`src/rtl/core/aabbsr_ram.sv`:
```
// Generic single-write, single-read RAM with a registered read port.
module aabbsr_ram #(
  parameter int unsigned WIDTH = 32,
  parameter int unsigned DEPTH = 64,
  localparam int unsigned AW   = (DEPTH > 1) ? $clog2(DEPTH) : 1
) (
  input  logic             clk_i,
  input  logic             we_i,
  input  logic [AW-1:0]    waddr_i,
  input  logic [WIDTH-1:0] wdata_i,
  input  logic [AW-1:0]    raddr_i,
  output logic [WIDTH-1:0] rdata_o
);

  logic [WIDTH-1:0] mem_q [DEPTH];
  logic [WIDTH-1:0] rdata_q;

  always_ff @(posedge clk_i) begin
    if (we_i) begin
      mem_q[waddr_i] <= wdata_i;
    end
    rdata_q <= mem_q[raddr_i];
  end

  assign rdata_o = rdata_q;

endmodule

```
`config.mk`:
```
export PLATFORM = sky130hd
export DESIGN_NAME = aabbsr_ram
export DESIGN_NICKNAME = d
export VERILOG_FILES = /design/src/rtl/core/aabbsr_ram.sv
export SDC_FILE = /design/constraint.sdc
export NUM_CORES = 2
export LEC_CHECK = 0
export BUFFER_PORTS_ARGS = -buffer_cell sky130_fd_sc_hd__buf_2
export CAP_MARGIN = 20
export CELL_PAD_IN_SITES_DETAIL_PLACEMENT = 0
export CELL_PAD_IN_SITES_GLOBAL_PLACEMENT = 1
export CORE_MARGIN = 2
export CORE_UTILIZATION = 38
export DETAILED_ROUTE_END_ITERATION = 12
export PLACE_DENSITY_LB_ADDON = 0.1
export SLEW_MARGIN = 0
export SYNTH_ARGS = -nofsm -noshare
export SYNTH_HDL_FRONTEND = slang
export SYNTH_SLANG_ARGS = --single-unit
export TNS_END_PERCENT = 20
```
`constraint.sdc`:
```
create_clock -name clk_i -period 5 [get_ports clk_i]
set_input_delay 0.5 -clock clk_i [delete_from_list [all_inputs] [get_ports clk_i]]
set_output_delay 0.5 -clock clk_i [all_outputs]
set_load 0.02 [all_outputs]
```
# Yosys cells after proc, flatten, opt, wreduce, memory -nomap -nowiden

Memory sizes are Yosys's and may differ from the RTL's. A register that Yosys moved wholly into a read port is not among the register bits.
Index checks and enable logic that the tools add are counted.

Mux-type cells: 2

Operator list:

| kind              | count |
|---|---|
| 1-bit two-way mux | 2 |

Logic and storage cells: 3
Register bits after elaboration: 0
Memories: 1
RAM bits: 2048
Bits of input ports: 46

Memory list:

| name  | depth | width | rd ports | clocked after memory_dff | wr ports | RTL line | source |
|---|---|---|---|---|---|---|---|
| mem_q | 64    | 32    | 1        | 1                        | 1        | 15       | `logic [WIDTH-1:0] mem_q [DEPTH];` |

# Depth between registers and ports, before layout

Depth in word-level cells: 2
Depth in mapped cells: 10
Gate-level depth less buffers: 5

# Worst setup path after synthesis

Ideal clock, no wire load.

Kind: input port to flip-flop
From: input port waddr_i[3]
To: memory mem_q[48][0] (enable)
Arrival time: 3199 ps
Path slack: 1340 ps
Stages: 4
Library setup time: 461 ps
Path buffers: 1
Path through: clkbuf_1 > nor2b_1 > nand4b_1 > nor3_1

RTL lines:

| item            | RTL line | source |
|---|---|---|
| start, declared | 9        | `input logic [AW-1:0] waddr_i,` |
| end, declared   | 15       |  |

Straight into the memory's write port.

==> reports/metrics.yaml <==
run_status: "finished clean"
grt_setup_unrepaired: "no"
critical_path_class: "primary input to flop"
port_buffers: 77
placement.cell_area_sq_um: 83500
design.final.nets: 3686
drt_pass1_iterations: 5
crit_arrival_ps: 3670
hpwlAfterDp_microns: 126000
r2r_slack_ps: 2600
kind_of_cell_adding_the_most_delay_to_the_critical_path: "buffers and inverters"
layout-drive-gt1-share: 0.306
cp_required_ps: 5690
startpoint_type: "primary input"
wl_per_cell_microns: 33.5
pin_count_of_the_biggest_net_entering_global_routing: 74
ant_nets: 0
power_density_relative_to_cell_area_nw_per_um2: 401
crit_buf_inv: 3
ctsHtreeMaxLevel: 4
drcViolationCount: 0
clk_root_buf: "sky130_fd_sc_hd__clkbuf_16"
summed_area_of_non_filler_cells_in_the_final_layout_sq_um: 90500
global_route_wire_length_before_repair_microns: 303000
power.static_leakage_nw: 28.1
timing.final.setup_violations: 0
critical_hold_path_startpoint: "wdata_i[22]"
num_io_pins: 78
vias_per_cell: 5.64
core_area_sq_um: 205000
postSynthAreaPerCell_sq_um: 23.6
final_period_minus_worst_setup_slack_ps: 2980
final.setup.tns_ps: 0
max_cap_viol_count: 0
post_cts.repair.setup_buffers: 0
grt_overflow: 0
mappedNetlistNets: 3370
synth.top_cells.by_area: "sky130_fd_sc_hd__edfxtp_1 (78%), sky130_fd_sc_hd__mux4_2 (16%), sky130_fd_sc_hd__mux2i_1 (1.2%)"
synth_seq_area_share: 0.791
endpoint_kind: "flop"
synth_cell_type_count: 34
max_slew_margin: 0.249
synthDominantAreaCellType: "sky130_fd_sc_hd__edfxtp_1"
first_global_vias: 38421
layout-area-overhead-vs-synth_pct: 15.3
rows: 166
synth-main-ff-cell: "sky130_fd_sc_hd__edfxtp_1"
drt_iter0_drc: 3849
fmaxAchievable_mhz: 336
worst_hold_path.endpoint: "mem_q[47][22]"
ordered_list_of_cells_on_the_worst_path: "buf_8, buf_4, buf_4, mux4_2, o221ai_1, a21oi_1, a21oi_1, nor2_1"
finalWeightedCongestion: 0.763
worstMarginPinSlew_ps: 1120
floorplan.die.height_microns: 459
cts_sink_cnt: 2080
ranking_of_synthesized_cells_by_instance_count: "sky130_fd_sc_hd__edfxtp_1 (2048), sky130_fd_sc_hd__mux4_2 (544), sky130_fd_sc_hd__nor2_1 (137)"
tritoncts_clock_tree: "built"
clk_path_buf_depth: 3
worst-r2r-cell-count: 4
min-delay-path-class: "primary input to flop"
yosysWarnings: 0
post_syn_instances: 3324
worst_path_fanout_max: 53
numCtsBuffers: 214
initial_core_util: 0.383
finalMaxSlewViolations: 0
timing.final.crit_share: 0.596
worst_skew_pair.late_latency_ps: 850
whs_path_depth: 1
fp.dieArea_sq_um: 210000
synth_most_common_cell: "sky130_fd_sc_hd__edfxtp_1"
gr-usage-all-layers: 0.207
fillCellCount: 17151
synth_largest_type_area_fraction: 0.783
report.final.hold_viol_count: 0
reg2reg_to: "rdata_o[23]"
delay_of_the_slowest_cell_on_the_worst_path_ps: 670
antenna_violations_before_repair: 8
worst_clock_skew_ps: 32.0
worst_ir_drop_vdd_mv: 0.370
total_wirelength_of_the_detailed_routed_design_microns: 218000
critPathSlowestCell: "sky130_fd_sc_hd__a21oi_1"
clkSlewWorstSetupHoldPaths_ps: 60
via_count: 36712
ys_seq_elements: 2080
chipWidth_microns: 459
synth_enable_flop_cells: 2048
worst_r2r_startpoint: "mem_q[47][23]"
mappedNetlistArea_sq_um: 78500
final.hold.worst_slack_ps: 44.7
async_reset_ff_frac: 0
-- metrics by stage --
stage / utilization / setup slack [ps] / total power, W / cells
final: 0.442 / 2020 / 0.0363 / 6509
after floorplan: - / 1340 / 0.0207 / 3324
after CTS: 0.439 / 1990 / 0.0367 / 6474
after global placement: 0.407 / 1080 / 0.0216 / 6085
after detailed placement: 0.407 / 1050 / 0.0216 / 6086
after global routing: 0.441 / 1900 / 0.0374 / 6502
-- worst max path at each step --
| stage | startpoint | endpoint | slack [ps] | cells after the start |
|---|---|---|---|---|
| after global routing | raddr_i[0] | rdata_o[5] | 1900 | 8 |
| after CTS | raddr_i[0] | rdata_o[0] | 1990 | 8 |
| after floorplan | waddr_i[3] | mem_q[48][0] | 1340 | 4 |
| after global placement | raddr_i[0] | rdata_o[5] | 1080 | 8 |
| final | raddr_i[0] | rdata_o[5] | 2020 | 8 |
| after detailed placement | raddr_i[0] | rdata_o[5] | 1050 | 8 |
-- cell type report --
| type | instances | area (sq um) | area share |
|---|---|---|---|
| diodes | 9 | 22.5 | 0.000249 |
| repair buffers | 282 | 2450 | 0.0270 |
| flip-flops and latches | 2080 | 62100 | 0.686 |
| clock inverters | 114 | 942 | 0.0104 |
| well taps | 2688 | 3360 | 0.0372 |
| clock buffers | 274 | 5640 | 0.0623 |
| multi-input cells | 1062 | 16000 | 0.176 |
-- report_power, final --
| part | switching, W | leakage (nW) | internal (W) |
|---|---|---|---|
| Clock | 0.00658 | 3.21 | 0.00851 |
| Combinational | 0.00116 | 6.18 | 0.000691 |
| Sequential | 0.0000734 | 18.7 | 0.0193 |
| Total | 0.00781 | 28.1 | 0.0285 |
-- cells by family after synthesis --
kind of cell / Yosys count / synth area share
muxes: 637 / 0.168
DFF: 2080 / 0.791
and+or+nand+nor: 223 / 0.0127
AOI/OAI and AO/OA: 202 / 0.0167
buffers and inverters: 182 / 0.0113
-- metal layers --
metal | up-vias | wire (microns) | track usage
met1 | 20498 | 95000 | 0.289
li1 | 14942 | - | -
met3 | 243 | 10400 | 0.0280
met5 | - | 13 | 0
met4 | 2 | 4130 | 0.0497
met2 | 1027 | 109000 | 0.346
-- worst register-to-register path, cell delays in order (launching register included) --
cell,delay [ps]
sky130_fd_sc_hd__edfxtp_1,360
sky130_fd_sc_hd__mux4_2,470
sky130_fd_sc_hd__mux4_2,510
sky130_fd_sc_hd__o22ai_1,650
sky130_fd_sc_hd__nor2_1,220
-- state kept, by name, indices dropped and copies added, names as in the netlist --
register,cells
mem_q,2048
rdata_o,32
-- cells in the final DEF (no fill, tap or decap), types with 7 or more instances in the layout --
cell type                          n
sky130_fd_sc_hd__nand2_1          26
sky130_fd_sc_hd__a22oi_1          12
sky130_fd_sc_hd__a21oi_1          62
sky130_fd_sc_hd__buf_2            73
sky130_fd_sc_hd__dlygate4sd3_1     9
sky130_fd_sc_hd__nor2_4           62
sky130_fd_sc_hd__diode_2           9
sky130_fd_sc_hd__buf_12           37
sky130_fd_sc_hd__bufinv_16        11
sky130_fd_sc_hd__clkinv_1         51
sky130_fd_sc_hd__buf_4           159
sky130_fd_sc_hd__edfxtp_1       2048
sky130_fd_sc_hd__nor2b_1          15
sky130_fd_sc_hd__nand2b_1          7
sky130_fd_sc_hd__clkbuf_1         56
sky130_fd_sc_hd__mux2i_1          93
sky130_fd_sc_hd__mux4_2          544
sky130_fd_sc_hd__o22ai_1          84
sky130_fd_sc_hd__clkinv_2         35
sky130_fd_sc_hd__dfxtp_1          32
sky130_fd_sc_hd__o221ai_1         27
sky130_fd_sc_hd__a311oi_1          8
sky130_fd_sc_hd__nor2_1           75
sky130_fd_sc_hd__clkbuf_16       216
-- repair_timing --
item,in CTS,in global routing
gates resized for setup,0,0
hold buffers,0,9
endpoints found under the hold margin,0,63
(Power assumes the default switching activity.)
